`src/design/utf8dw_pkg.sv`:
```
// Shared types, constants and the codepoint column-width function for utf8_display_width.
package utf8dw_pkg;

  localparam int CNT_W = 32;
  localparam int OUT_W = 32;
  localparam int BYTE_W = 8;
  localparam int CP_W = 21;
  localparam int INC_W = 3;
  localparam int N_ZERO = 42;
  localparam int N_WIDE = 16;

  localparam logic [CP_W-1:0] CP_C0_END = 21'h00020;
  localparam logic [CP_W-1:0] CP_DEL = 21'h0007F;
  localparam logic [CP_W-1:0] CP_C1_LO = 21'h00080;
  localparam logic [CP_W-1:0] CP_C1_HI = 21'h0009F;
  localparam logic [CP_W-1:0] CP_SUR_LO = 21'h0D800;
  localparam logic [CP_W-1:0] CP_SUR_HI = 21'h0DFFF;

  localparam logic [1:0] COLS_NONE = 2'd0;
  localparam logic [1:0] COLS_ONE = 2'd1;
  localparam logic [1:0] COLS_TWO = 2'd2;

  typedef struct packed {
    logic [CP_W-1:0] lo;
    logic [CP_W-1:0] hi;
  } cp_range_t;

  typedef struct packed {
    logic [BYTE_W-1:0] text_byte;
    logic              end_of_text;
  } item_t;

  typedef struct packed {
    logic             valid;
    logic [OUT_W-1:0] total_width;
  } result_t;

  localparam cp_range_t ZERO_RANGES [N_ZERO] = '{
    '{21'h00300, 21'h0036F}, '{21'h00483, 21'h00489}, '{21'h00591, 21'h005BD},
    '{21'h005BF, 21'h005BF}, '{21'h005C1, 21'h005C2}, '{21'h005C4, 21'h005C5},
    '{21'h005C7, 21'h005C7}, '{21'h00610, 21'h0061A}, '{21'h0064B, 21'h0065F},
    '{21'h00670, 21'h00670}, '{21'h006D6, 21'h006DC}, '{21'h006DF, 21'h006E4},
    '{21'h006E7, 21'h006E8}, '{21'h006EA, 21'h006ED}, '{21'h00711, 21'h00711},
    '{21'h00730, 21'h0074A}, '{21'h007A6, 21'h007B0}, '{21'h00816, 21'h00819},
    '{21'h0081B, 21'h00823}, '{21'h00825, 21'h00827}, '{21'h00829, 21'h0082D},
    '{21'h00859, 21'h0085B}, '{21'h00E31, 21'h00E31}, '{21'h00E34, 21'h00E3A},
    '{21'h00E47, 21'h00E4E}, '{21'h00EB1, 21'h00EB1}, '{21'h00EB4, 21'h00EB9},
    '{21'h00EBB, 21'h00EBC}, '{21'h00EC8, 21'h00ECD}, '{21'h0180B, 21'h0180D},
    '{21'h01AB0, 21'h01AFF}, '{21'h01DC0, 21'h01DFF}, '{21'h0200B, 21'h0200F},
    '{21'h0202A, 21'h0202E}, '{21'h02060, 21'h02064}, '{21'h02066, 21'h0206F},
    '{21'h020D0, 21'h020FF}, '{21'h0302A, 21'h0302F}, '{21'h0FE00, 21'h0FE0F},
    '{21'h0FE20, 21'h0FE2F}, '{21'h0FEFF, 21'h0FEFF}, '{21'hE0100, 21'hE01EF}
  };

  localparam cp_range_t WIDE_RANGES [N_WIDE] = '{
    '{21'h01100, 21'h0115F}, '{21'h02E80, 21'h0303E}, '{21'h03041, 21'h033FF},
    '{21'h03400, 21'h04DBF}, '{21'h04E00, 21'h09FFF}, '{21'h0A000, 21'h0A4CF},
    '{21'h0AC00, 21'h0D7A3}, '{21'h0F900, 21'h0FAFF}, '{21'h0FE30, 21'h0FE4F},
    '{21'h0FF00, 21'h0FF60}, '{21'h0FFE0, 21'h0FFE6}, '{21'h1F300, 21'h1F64F},
    '{21'h1F680, 21'h1F6FF}, '{21'h1F900, 21'h1F9FF}, '{21'h20000, 21'h2FFFD},
    '{21'h30000, 21'h3FFFD}
  };

  function automatic logic [1:0] cols_of(input logic [CP_W-1:0] cp);
    logic hit_zero;
    logic hit_wide;
    logic [1:0] cols;
    hit_zero = 1'b0;
    hit_wide = 1'b0;
    for (int i = 0; i < N_ZERO; i++) begin
      if (cp >= ZERO_RANGES[i].lo && cp <= ZERO_RANGES[i].hi) hit_zero = 1'b1;
    end
    for (int i = 0; i < N_WIDE; i++) begin
      if (cp >= WIDE_RANGES[i].lo && cp <= WIDE_RANGES[i].hi) hit_wide = 1'b1;
    end
    if (cp < CP_C0_END || cp == CP_DEL) cols = COLS_NONE;
    else if (cp >= CP_C1_LO && cp <= CP_C1_HI) cols = COLS_NONE;
    else if (cp >= CP_SUR_LO && cp <= CP_SUR_HI) cols = COLS_NONE;
    else if (hit_zero) cols = COLS_NONE;
    else if (hit_wide) cols = COLS_TWO;
    else cols = COLS_ONE;
    return cols;
  endfunction

endpackage

```
`src/design/utf8_display_width.sv`:
```
// Top level of utf8_display_width: UTF-8 byte stream in, string display width out.
//
// Input channel: one byte of a UTF-8 string per transaction on in_text_byte,
// with in_end_of_text high on the string's final byte. Output channel: one
// transaction per string on out_total_width, the summed terminal columns,
// saturating at all ones. Both channels transfer when valid is high and stall
// is low.
// Throughput: one byte per cycle, also while a total waits, but a final byte
// waits while the result register is not free. Path: a final byte is held in
// the input register, then its total in the result register once that is free;
// decode, the range compares and the saturating add are done combinationally
// between the two registers.
// Stall: a stalled total is held in the result register. Bytes that are not
// final keep flowing; a final byte waits in the input register until the
// result register is free, and in_stall is raised only then.
// Reset: synchronous, active low; clears both registers' valid flags, the open
// sequence and the running total. No clearing pass follows.
module utf8_display_width
  import utf8dw_pkg::*;
(
  input  logic              clk,
  input  logic              rst_n,
  input  logic              in_valid,
  output logic              in_stall,
  input  logic [BYTE_W-1:0] in_text_byte,
  input  logic              in_end_of_text,
  output logic              out_valid,
  input  logic              out_stall,
  output logic [OUT_W-1:0]  out_total_width
);

  logic    take;
  logic    item_valid;
  item_t   item;
  logic    out_ready;
  result_t result;

  utf8dw_in_stage u_in (
    .clk            (clk),
    .rst_n          (rst_n),
    .in_valid       (in_valid),
    .in_stall       (in_stall),
    .in_text_byte   (in_text_byte),
    .in_end_of_text (in_end_of_text),
    .take           (take),
    .item_valid     (item_valid),
    .item           (item)
  );

  utf8dw_core u_core (
    .clk        (clk),
    .rst_n      (rst_n),
    .item_valid (item_valid),
    .item       (item),
    .out_ready  (out_ready),
    .take       (take),
    .result     (result)
  );

  utf8dw_out_stage u_out (
    .clk             (clk),
    .rst_n           (rst_n),
    .result          (result),
    .out_ready       (out_ready),
    .out_valid       (out_valid),
    .out_stall       (out_stall),
    .out_total_width (out_total_width)
  );

endmodule

```
`src/design/utf8dw_in_stage.sv`:
```
// Input register of utf8_display_width: holds one byte transaction for the decoder.
module utf8dw_in_stage
  import utf8dw_pkg::*;
(
  input  logic              clk,
  input  logic              rst_n,
  input  logic              in_valid,
  output logic              in_stall,
  input  logic [BYTE_W-1:0] in_text_byte,
  input  logic              in_end_of_text,
  input  logic              take,
  output logic              item_valid,
  output item_t             item
);

  logic  valid_r;
  logic  valid_nxt;
  item_t item_r;
  logic  load;

  assign in_stall = valid_r && !take;
  assign load = in_valid && !in_stall;
  assign valid_nxt = load || (valid_r && !take);

  always_ff @(posedge clk) begin
    if (!rst_n) begin
      valid_r <= 1'b0;
    end else begin
      valid_r <= valid_nxt;
    end
  end

  always_ff @(posedge clk) begin
    if (load) begin
      item_r.text_byte <= in_text_byte;
      item_r.end_of_text <= in_end_of_text;
    end
  end

  assign item_valid = valid_r;
  assign item = item_r;

endmodule

```
`src/design/utf8dw_core.sv`:
```
// UTF-8 decode state and saturating column accumulator of utf8_display_width.
module utf8dw_core
  import utf8dw_pkg::*;
(
  input  logic    clk,
  input  logic    rst_n,
  input  logic    item_valid,
  input  item_t   item,
  input  logic    out_ready,
  output logic    take,
  output result_t result
);

  localparam logic [CNT_W+OUT_W-1:0] OUT_CAP = (CNT_W+OUT_W)'({OUT_W{1'b1}});

  logic [CP_W-1:0]  pc_r, pc_nxt;
  logic [1:0]       need_r, need_nxt;
  logic [1:0]       held_r, held_nxt;
  logic [CNT_W-1:0] run_r, run_nxt;

  logic [BYTE_W-1:0] b;
  logic              is_cont;
  logic              cont_path;
  logic              do_lead;
  logic [CP_W-1:0]   cp_full;
  logic [CP_W-1:0]   cols_in;
  logic [1:0]        cols;
  logic [INC_W-1:0]  inc;
  logic [CNT_W:0]    sum;
  logic [CNT_W-1:0]  run_sat;
  logic [CNT_W+OUT_W-1:0] run_ext;

  assign b = item.text_byte;
  assign is_cont = (b[7:6] == 2'b10);
  assign cont_path = (need_r != 2'd0) && is_cont;
  assign do_lead = !cont_path;
  assign cp_full = {pc_r[CP_W-7:0], b[5:0]};
  assign cols_in = cont_path ? cp_full : {{(CP_W-BYTE_W){1'b0}}, b};
  assign cols = cols_of(cols_in);

  assign take = item_valid && (!item.end_of_text || out_ready);

  always_comb begin
    pc_nxt = pc_r;
    need_nxt = need_r;
    held_nxt = held_r;
    inc = '0;
    if (cont_path) begin
      pc_nxt = cp_full;
      need_nxt = need_r - 2'd1;
      held_nxt = held_r + 2'd1;
      if (need_r == 2'd1) begin
        inc = INC_W'(cols);
        held_nxt = 2'd0;
      end
    end else if (need_r != 2'd0) begin
      inc = INC_W'(held_r) + INC_W'(1);
      need_nxt = 2'd0;
    end
    if (do_lead) begin
      held_nxt = 2'd0;
      if (b inside {[8'h00:8'h7F]}) begin
        inc = inc + INC_W'(cols);
      end else if (b inside {[8'hC0:8'hDF]}) begin
        pc_nxt = CP_W'(b[4:0]);
        need_nxt = 2'd1;
      end else if (b inside {[8'hE0:8'hEF]}) begin
        pc_nxt = CP_W'(b[3:0]);
        need_nxt = 2'd2;
      end else if (b inside {[8'hF0:8'hF7]}) begin
        pc_nxt = CP_W'(b[2:0]);
        need_nxt = 2'd3;
      end else begin
        inc = inc + INC_W'(1);
      end
    end
    if (item.end_of_text && need_nxt != 2'd0) begin
      inc = inc + INC_W'(held_nxt) + INC_W'(1);
    end
    if (item.end_of_text) begin
      pc_nxt = '0;
      need_nxt = 2'd0;
      held_nxt = 2'd0;
    end
  end

  assign sum = {1'b0, run_r} + (CNT_W+1)'(inc);
  assign run_sat = sum[CNT_W] ? {CNT_W{1'b1}} : sum[CNT_W-1:0];
  assign run_ext = (CNT_W+OUT_W)'(run_sat);

  always_comb begin
    run_nxt = run_sat;
    if (item.end_of_text) begin
      run_nxt = '0;
    end
  end

  always_ff @(posedge clk) begin
    if (!rst_n) begin
      pc_r <= '0;
      need_r <= 2'd0;
      held_r <= 2'd0;
      run_r <= '0;
    end else if (take) begin
      pc_r <= pc_nxt;
      need_r <= need_nxt;
      held_r <= held_nxt;
      run_r <= run_nxt;
    end
  end

  always_comb begin
    result.valid = take && item.end_of_text;
    if (run_ext > OUT_CAP) result.total_width = {OUT_W{1'b1}};
    else result.total_width = run_ext[OUT_W-1:0];
  end

endmodule

```
`src/design/utf8dw_out_stage.sv`:
```
// Result register of utf8_display_width: holds the total until the receiver takes it.
module utf8dw_out_stage
  import utf8dw_pkg::*;
(
  input  logic             clk,
  input  logic             rst_n,
  input  result_t          result,
  output logic             out_ready,
  output logic             out_valid,
  input  logic             out_stall,
  output logic [OUT_W-1:0] out_total_width
);

  logic             valid_r;
  logic             valid_nxt;
  logic [OUT_W-1:0] width_r;

  assign out_ready = !valid_r || !out_stall;
  assign valid_nxt = result.valid || (valid_r && out_stall);

  always_ff @(posedge clk) begin
    if (!rst_n) begin
      valid_r <= 1'b0;
    end else begin
      valid_r <= valid_nxt;
    end
  end

  always_ff @(posedge clk) begin
    if (result.valid) begin
      width_r <= result.total_width;
    end
  end

  assign out_valid = valid_r;
  assign out_total_width = width_r;

endmodule

```
`config.mk`:
```
export PLATFORM = sky130hd
export DESIGN_NAME = utf8_display_width
export DESIGN_NICKNAME = d
export VERILOG_FILES = /design/src/design/utf8dw_pkg.sv /design/src/design/utf8_display_width.sv /design/src/design/utf8dw_in_stage.sv /design/src/design/utf8dw_core.sv /design/src/design/utf8dw_out_stage.sv
export SDC_FILE = /design/constraint.sdc
export NUM_CORES = 1
export LEC_CHECK = 0
export ABC_AREA = 1
export BUFFER_PORTS_ARGS = -buffer_cell sky130_fd_sc_hd__buf_2
export CAP_MARGIN = 30
export CELL_PAD_IN_SITES_DETAIL_PLACEMENT = 0
export CELL_PAD_IN_SITES_GLOBAL_PLACEMENT = 1
export CORE_MARGIN = 1.5
export CORE_UTILIZATION = 48
export CTS_BUF_LIST = sky130_fd_sc_hd__clkbuf_4 sky130_fd_sc_hd__clkbuf_8
export DETAILED_ROUTE_END_ITERATION = 6
export MAX_ROUTING_LAYER = met4
export PLACE_DENSITY_LB_ADDON = 0.1
export SYNTH_ARGS = -nofsm -noshare
export SYNTH_HDL_FRONTEND = slang
export SYNTH_SLANG_ARGS = --single-unit
```
`constraint.sdc`:
```
create_clock -name clk -period 20.2 [get_ports clk]
set_clock_uncertainty 0.1 [all_clocks]
set_input_delay 2.02 -clock clk [delete_from_list [all_inputs] [get_ports clk]]
set_output_delay 2.02 -clock clk [all_outputs]
set_load 0.01 [all_outputs]
```
==> impl_metrics.json, run 1 <==
{
  "status": "complete, no violations",
  "use_met2_pct": 46.5,
  "worst_slack_ns": 10.80,
  "end_kind": "register",
  "first_iter_violations": 1304,
  "fp.dieH_um": 134,
  "max_slew_margin_pct": 35.3,
  "synthAdderAreaFrac_pct": 2.10,
  "gp_congestion": 1.13,
  "ys_seq_area_share_pct": 27.9,
  "syn_to_final_growth_pct": 7.24,
  "drt_pre_antenna_iters": 6,
  "synth_compound_area_share_pct": 12.1,
  "cts.repair.resized": 0,
  "diodes": 0,
  "syn-num-nets": 1392,
  "io_buffer_count": 46,
  "r2r_setup_slack_ns": 10.80,
  "num_vias": 9493,
  "clk_latency_ns": 0.37,
  "met3_usage_pct": 9.11,
  "grt_pass1_wl_um": 48000,
  "routedWlPerCell_um": 19.3,
  "top_usage_layer": "met1",
  "detail-route-antenna-nets": 0,
  "synth_xor_area_share_pct": 1.28,
  "grt_use_total_pct": 35.9,
  "setup_violations": 0,
  "synth_top_cell_by_area": "nand2_1",
  "cts_buffers": 9,
  "layout-drive-gt1-share_pct": 10.4,
  "cts_tree": "yes",
  "drc": 0,
  "viasPerCell": 5.87,
  "min_path_type": "reg2reg",
  "crit_type": "reg2reg",
  "yosys.area.top_type_share_pct": 20.3,
  "synth_warnings": 0,
  "gr-total-overflow": 0,
  "cts-root-buf": "clkbuf_8",
  "ir_worst_vdd_mv": 0.0396,
  "drv_cap": 0,
  "synthCells": 1367,
  "clockBufferDepth": 2,
  "synth_edf_count": 41,
  "clock_sinks": 94,
  "cts_setup_buffers": 0,
  "power.leakage_nw": 3.83,
  "drv_slew": 0,
  "die_w_um": 134,
  "rsz0062_at_grt": "false",
  "cp_data_arrival_time_ns": 9.61,
  "path_clk_slew_ns": 0.09,
  "drt_wl_total_um": 31300,
  "slowest_stage": "nor2_1",
  "die-area_um2": 17900,
  "grt_pass1_vias": 8362,
  "hold_violations": 0,
  "dp.cells": 1602,
  "power.total_mw": 0.375,
  "worst_setup_path_start_kind": "register",
  "cp_common_cell": "nand2_1",
  "synth_area_leaders": "nand2_1 (20%), edfxtp_1 (15%), dfxtp_1 (13%), nor2_1 (8.3%), nand3_1 (6.7%)",
  "required_ns": 20.41,
  "core_region_area_um2": 16600,
  "yosysUniqueCellTypes": 51,
  "fmax_ghz": 0.106,
  "async_reset_ff_share_pct": 0,
  "ys.flop_type": "dfxtp_1",
  "fin_crit_sh_pct": 46.5,
  "placementRows": 47,
  "hpwl_um": 24700,
  "use_met1_pct": 54.3,
  "critPathMaxStageDelay_ns": 0.79,
  "start_util_pct": 49.4,
  "grt_max_degree": 43,
  "final_cells": 1618,
  "cellPowerDensity_nw_per_um2": 42.5,
  "syn_area_per_cell_um2": 6.02,
  "syn_area_um2": 8230,
  "grt_antenna_before_repair": 0,
  "finalNetCount": 1418,
  "path_max_fanout": 19,
  "synth-simple-area-share_pct": 47.4,
  "ys_ff_latch": 94,
  "finalCriticalPeriod_ns": 9.40,
  "fin_tns_setup_ns": 0,
  "hold_buffers": 0,
  "synth_top_family_by_area": "simple AND/OR/NAND/NOR gates",
  "pin_count": 47,
  "synthMuxAreaShare_pct": 0.137,
  "fin_util_pct": 53.0,
  "worst_pin_slew_ns": 0.966,
  "dpl_worst_slack_ns": 11.04,
  "htree_num_levels": 3
}
-- cells in the mapped netlist, drive strengths merged, types with 4 or more instances --
master	instances
buf	14
edfxtp	41
dfxtp	53
nor2	207
nand2	454
a21oi	80
o21ai	77
a211oi	4
nand3	117
nor3	41
or2	9
o211ai	5
a31oi	4
xor2	9
clkbuf	22
nand4	45
nor4	5
ha	9
inv	150
-- layout make-up --
cell class	count	area, µm²
Clock buffer	13	154
Fill cell	1770	7820
Timing Repair Buffer	51	288
Sequential cell	94	2290
Inverter	153	577
Multi-Input combinational cell	1084	5190
Tap cell	220	275
Clock inverter	3	45.0
-- logic make-up after synthesis --
| family | count (synthesis) |
|---|---|
| simple gates | 882 |
| buf+inv | 189 |
| compound gates | 177 |
| flops | 94 |
| xor+xnor | 12 |
| fa+ha+maj | 12 |
| mux | 1 |
-- report_power, final --
group / total (mW) / internal, mW / switching, mW
clock network: 0.128 / 0.0629 / 0.0653
registers: 0.204 / 0.200 / 0.00402
logic: 0.0423 / 0.0100 / 0.0323
total: 0.375 / 0.273 / 0.102
-- cells in the final DEF (no fill, tap or decap), types with 5 or more instances in the layout --
cell      count
nand2_1     444
nor2_1      181
inv_1       138
nand3_1     110
a21oi_1      77
dfxtp_1      53
buf_2        46
nand4_1      45
o21ai_0      45
edfxtp_1     41
nor3_1       39
o21ai_1      26
nor2_4       13
nor2_2       12
inv_2        11
or2_2         9
xor2_1        9
ha_1          9
clkbuf_8      9
nand2_2       7
nand3_2       6
o21ai_2       5
nor4_1        5
-- routing by layer --
layer	vias to the layer above	wire (µm)
met5	-	0
met4	0	714
met3	57	4000
met2	581	12200
met1	4332	14400
li1	4523	-
-- critical path: cells and delay by family, from the launching register on --
kind / cells / cell delay (ns)
adder cells (fa/ha/maj): 5 / 1.71
flip-flops: 1 / 0.37
AO/OA/AOI/OAI: 4 / 0.54
buffers and inverters: 6 / 0.67
AND/OR/NAND/NOR: 34 / 5.93
-- path summary, 6_finish.rpt --
kind	end	cells after the start	from
max	u_core.run_r[26]$_SDFFE_PN0P_	49	u_core.need_r[0]$_SDFFE_PN0P_
min	u_core.run_r[2]$_SDFFE_PN0P_	2	u_core.run_r[2]$_SDFFE_PN0P_
max reg2reg	u_core.run_r[26]$_SDFFE_PN0P_	49	u_core.need_r[0]$_SDFFE_PN0P_
min reg2reg	u_core.run_r[2]$_SDFFE_PN0P_	2	u_core.run_r[2]$_SDFFE_PN0P_
-- flip-flops by register name (all words and copies together) (netlist names) --
signal / cells
u_core.run_r: 32
u_core.need_r: 2
u_out.out_valid: 1
u_in.item_valid: 1
u_core.held_r: 2
u_out.out_total_width: 32
u_core.pc_r: 15
u_in.item: 9
-- per-stage QoR --
| stage | hold WS, ns | instance area, µm² |
|---|---|---|
| after floorplan | 0.345 | 8230 |
| after global placement | 0.358 | 8590 |
| after detailed placement | 0.362 | 8620 |
| after CTS | 0.375 | 8820 |
| after global routing | 0.387 | 8820 |
| final | 0.378 | 8820 |
No activity file was read; power rests on OpenSTA's default activity.
==> run 2: changes to the inputs <==
--- a/config.mk
+++ b/config.mk
@@ -11,7 +11,7 @@
 export CELL_PAD_IN_SITES_DETAIL_PLACEMENT = 0
 export CELL_PAD_IN_SITES_GLOBAL_PLACEMENT = 1
 export CORE_MARGIN = 1.5
-export CORE_UTILIZATION = 48
+export CORE_UTILIZATION = 40
 export CTS_BUF_LIST = sky130_fd_sc_hd__clkbuf_4 sky130_fd_sc_hd__clkbuf_8
 export DETAILED_ROUTE_END_ITERATION = 6
 export MAX_ROUTING_LAYER = met4
==> constraint.sdc (replaced) <==
create_clock -name clk -period 8.6 [get_ports clk]
set_clock_uncertainty 0.1 [all_clocks]
set_input_delay 0.86 -clock clk [delete_from_list [all_inputs] [get_ports clk]]
set_output_delay 0.86 -clock clk [all_outputs]
set_load 0.01 [all_outputs]
==> impl_metrics.json, run 2 (same netlist as run 1, synthesis figures left out) <==
{
  "worstPathBufferInverterCount": 9,
  "fin_tns_setup_ns": 0,
  "grt_antenna_before_repair": 0,
  "worst_pin_slew_ns": 0.898,
  "drv_slew": 0,
  "clock_sinks": 94,
  "finalCriticalPeriod_ns": 7.99,
  "drc": 0,
  "fin_crit_sh_pct": 92.9,
  "slowest_stage": "fa_1",
  "multi_input_area_um2": 5290,
  "die_w_um": 146,
  "io_buffer_count": 46,
  "power.total_mw": 0.920,
  "min_path_type": "reg2reg",
  "detail-route-antenna-nets": 0,
  "path_clk_slew_ns": 0.10,
  "routedWlPerCell_um": 19.8,
  "core_region_area_um2": 20200,
  "final_common_cell": "nand2_1",
  "max_slew_margin_pct": 39.5,
  "fmax_ghz": 0.125,
  "layout-drive-gt1-share_pct": 15.5,
  "cts_buffers": 9,
  "gr-total-overflow": 0,
  "diodes": 0,
  "place_area_um2": 8980,
  "gp_congestion": 1.03,
  "drv_cap": 0,
  "dp.cells": 1693,
  "cp_common_cell": "nand2_1",
  "placementRows": 52,
  "grt_pass1_wl_um": 52400,
  "seqCellArea_um2": 2290,
  "hold_buffers": 0,
  "drt_wl_total_um": 34200,
  "die-area_um2": 21400,
  "first_iter_violations": 954,
  "finalNetCount": 1483,
  "ir_worst_vdd_mv": 0.0927,
  "nFillCells": 2196,
  "final_cells": 1733,
  "pin_count": 47,
  "path_max_fanout": 14,
  "num_vias": 9632,
  "setup_violations": 0,
  "cts_tree": "yes",
  "htree_num_levels": 3,
  "final_cell_mix": "nand2_1 (442), nor2_1 (173), inv_1 (137)",
  "status": "complete, no violations",
  "whs_ns": 0.371,
  "path_delay_family": "simple AND/OR/NAND/NOR gates",
  "grt_pass1_vias": 9147,
  "grt_max_degree": 40,
  "fp.dieH_um": 146,
  "critPathMaxStageDelay_ns": 0.51,
  "cellPowerDensity_nw_per_um2": 96.7,
  "grt_use_total_pct": 32.9,
  "drt_pre_antenna_iters": 7,
  "syn_to_final_growth_pct": 15.7,
  "finalInstanceArea_um2": 9520,
  "hold_violations": 0,
  "viasPerCell": 5.56,
  "required_ns": 8.80,
  "cts-root-buf": "clkbuf_8",
  "clk_latency_ns": 0.37,
  "crit_type": "reg2reg",
  "worst_setup_path_start_kind": "register",
  "power.leakage_nw": 4.19,
  "end_kind": "register",
  "clockBufferDepth": 2,
  "hpwl_um": 27200,
  "start_util_pct": 40.7,
  "cp_data_arrival_time_ns": 8.19
}
run 2: cell count changes in the layout (fill, tap and decap cells not counted), sizes merged:
| cell | previous run | this run |
|---|---|---|
| buf | 51 | 116 |
| bufinv | 1 | 2 |
| clkbuf | 13 | 10 |
| clkinv | 3 | 4 |
| inv | 150 | 151 |
run 2: per-stage QoR:
stage | utilization, % | worst slack, ns
global route | 47.0 | -0.0216
detailed placement | 44.4 | 0.0969
finish | 47.0 | 0.609
CTS | 45.5 | 0.0573
global placement | 44.3 | 0.184
floorplan | - | 1.66
run 2: worst min-delay path, delay by kind of cell, from the launching register on:
kind	cells	cell delay (ns)
AND/OR/NAND/NOR	1	0.06
flip-flops	1	0.32
AO/OA/AOI/OAI	1	0.05
run 2: layout make-up:
type                       count  share of cell area [%]
multi-input combinational   1084                    55.6
sequential                    94                    24.1
timing repair buffer         116                    8.28
inverter                     153                    6.11
tap                          270                    3.55
clock buffer                  10                    1.38
clock inverter                 6                   0.973
run 2: what timing repair did:
action,in CTS,in global routing
setup buffers,0,24
endpoints found under the hold margin,0,0
resized for setup,0,31
setup endpoints to repair,0,45
run 2: power by group:
part	switching [mW]	internal, mW	leakage, nW	total, mW
Combinational	0.0822	0.0274	3.22	0.110
Sequential	0.00773	0.470	0.865	0.478
Clock	0.163	0.169	0.107	0.333
run 2: final timing paths:
| kind | startpoint | end | slack (ns) | cells after the start |
|---|---|---|---|---|
| worst max-delay path | u_core.need_r[0]$_SDFFE_PN0P_ | u_core.run_r[26]$_SDFFE_PN0P_ | 0.61 | 53 |
| worst min-delay path | u_core.run_r[26]$_SDFFE_PN0P_ | u_core.run_r[26]$_SDFFE_PN0P_ | 0.37 | 2 |
| worst max register to register | u_core.need_r[0]$_SDFFE_PN0P_ | u_core.run_r[26]$_SDFFE_PN0P_ | 0.61 | 53 |
| worst min register to register | u_core.run_r[26]$_SDFFE_PN0P_ | u_core.run_r[26]$_SDFFE_PN0P_ | 0.37 | 2 |
run 2: metal layers:
layer	part of all wire [%]	track usage, %	vias to the layer above
li1	-	-	4650
met1	40	39.0	4361
met2	47	53.5	502
met3	7.0	5.13	119
met4	5.8	17.8	0
met5	0	-	-
==> run 3: changes to the inputs <==
--- a/config.mk
+++ b/config.mk
@@ -16,6 +16,7 @@
 export DETAILED_ROUTE_END_ITERATION = 6
 export MAX_ROUTING_LAYER = met4
 export PLACE_DENSITY_LB_ADDON = 0.1
+export REMOVE_ABC_BUFFERS = 1
 export SYNTH_ARGS = -nofsm -noshare
 export SYNTH_HDL_FRONTEND = slang
 export SYNTH_SLANG_ARGS = --single-unit
==> impl_metrics.json, run 3 (same netlist as run 1, synthesis figures left out) <==
{
  "worst_pin_slew_ns": 0.909,
  "io_buffer_count": 46,
  "worst_setup_path_start_kind": "register",
  "num_vias": 9696,
  "cts_buffers": 9,
  "fp.dieH_um": 146,
  "core_region_area_um2": 20200,
  "final_cell_mix": "nand2_1 (442), nor2_1 (173), inv_1 (137)",
  "end_kind": "register",
  "crit_type": "reg2reg",
  "cellPowerDensity_nw_per_um2": 97.3,
  "first_iter_violations": 918,
  "final_common_cell": "nand2_1",
  "hold_buffers": 0,
  "fmax_ghz": 0.126,
  "layout-drive-gt1-share_pct": 14.8,
  "die_w_um": 146,
  "viasPerCell": 5.62,
  "r2r-end": "u_core.run_r[26]$_SDFFE_PN0P_",
  "cts-root-buf": "clkbuf_8",
  "pin_count": 47,
  "power.leakage_nw": 4.13,
  "finalNetCount": 1474,
  "routedWlPerCell_um": 20.8,
  "grt_use_total_pct": 33.9,
  "drt_pre_antenna_iters": 7,
  "r2r_setup_slack_ns": 0.68,
  "grt_antenna_before_repair": 0,
  "slowest_stage": "fa_1",
  "clock_sinks": 94,
  "drt_wl_total_um": 35900,
  "grt_max_degree": 39,
  "min_path_type": "reg2reg",
  "placementRows": 52,
  "rsz0062_at_grt": "false",
  "grt_pass1_wl_um": 53500,
  "fin_tns_setup_ns": 0,
  "drc": 0,
  "status": "complete, no violations",
  "gr-total-overflow": 0,
  "grt_pass1_vias": 9249,
  "crit_path_start": "u_core.need_r[0]$_SDFFE_PN0P_",
  "setup_violations": 0,
  "finalCriticalPeriod_ns": 7.92,
  "critPathMaxStageDelay_ns": 0.52,
  "multi_input_area_um2": 5270,
  "ir_worst_vdd_mv": 0.118,
  "path_clk_slew_ns": 0.09,
  "start_util_pct": 40.7,
  "cp_data_arrival_time_ns": 8.11,
  "endpoint": "u_core.run_r[26]$_SDFFE_PN0P_",
  "cp_common_cell": "nand2_1",
  "syn_to_final_growth_pct": 14.6,
  "diodes": 0,
  "detail-route-antenna-nets": 0,
  "timing.rr.start": "u_core.need_r[0]$_SDFFE_PN0P_",
  "fin_crit_sh_pct": 92.1,
  "power.total_mw": 0.917,
  "hpwl_um": 29000,
  "path_max_fanout": 9,
  "r2r_cells": 49,
  "seqCellArea_um2": 2290,
  "die-area_um2": 21400,
  "drv_cap": 0,
  "clockBufferDepth": 2,
  "required_ns": 8.80,
  "clk_latency_ns": 0.37,
  "gp_congestion": 1.07,
  "htree_num_levels": 3,
  "hold_violations": 0,
  "max_slew_margin_pct": 38.8,
  "cts_tree": "yes",
  "nFillCells": 2222,
  "drv_slew": 0
}
run 3: worst min-delay path by stage:
stage / startpoint / end / cells after the start
after detailed placement: u_core.run_r[0]$_SDFFE_PN0P_ / u_core.run_r[0]$_SDFFE_PN0P_ / 2
after global placement: u_core.run_r[26]$_SDFFE_PN0P_ / u_core.run_r[26]$_SDFFE_PN0P_ / 2
final: u_core.run_r[0]$_SDFFE_PN0P_ / u_core.run_r[0]$_SDFFE_PN0P_ / 2
after CTS: u_core.run_r[0]$_SDFFE_PN0P_ / u_core.run_r[0]$_SDFFE_PN0P_ / 2
after global routing: u_core.run_r[26]$_SDFFE_PN0P_ / u_core.run_r[26]$_SDFFE_PN0P_ / 2
after floorplan: u_core.run_r[26]$_SDFFE_PN0P_ / u_core.run_r[26]$_SDFFE_PN0P_ / 2
run 3: metrics by stage:
| stage | util, % | worst slack [ns] | instances | hold slack [ns] | instance area (µm²) |
|---|---|---|---|---|---|
| finish | 46.6 | 0.683 | 1724 | 0.379 | 9430 |
| CTS | 45.5 | 0.164 | 1708 | 0.376 | 9200 |
| floorplan | - | 1.05 | 1331 | 0.345 | 8050 |
| detailed placement | 44.4 | 0.156 | 1692 | 0.361 | 8980 |
| global placement | 44.3 | 0.277 | 1691 | 0.360 | 8960 |
| global route | 46.6 | 0.0713 | 1724 | 0.405 | 9430 |
run 3: final cells by class:
class,instances,area share [%]
clock inverters,6,0.995
clock buffers,10,1.39
inverters,153,6.15
well taps,270,3.58
flip-flops and latches,94,24.3
repair buffers,106,7.66
multi-input cells,1085,55.9
run 3: where the power goes:
group          leakage (nW)  internal [mW]  switching, mW
Sequential            0.865          0.470        0.00720
Clock                 0.111          0.170          0.158
Combinational          3.15         0.0278         0.0846
run 3: layer usage:
metal | share of wire, % | vias to the layer above | global-route usage [%] | routed length [µm]
met5 | 0 | - | - | 0
li1 | - | 4638 | - | -
met1 | 38 | 4448 | 37.8 | 13600
met2 | 49 | 466 | 59.0 | 17700
met4 | 6.3 | 0 | 18.7 | 2250
met3 | 6.6 | 144 | 4.22 | 2380
run 3: critical path, delay by kind of cell, from the launching register on:
kind / cells / cell delay [ns]
buf+inv: 8 / 0.96
flops: 1 / 0.37
fa+ha+maj: 5 / 1.75
simple gates: 30 / 3.85
compound gates: 6 / 0.81
run 3: repair_timing:
item / in CTS / in global routing
setup buffers: 0 / 15
setup endpoints to repair: 0 / 25
resized for setup: 0 / 22
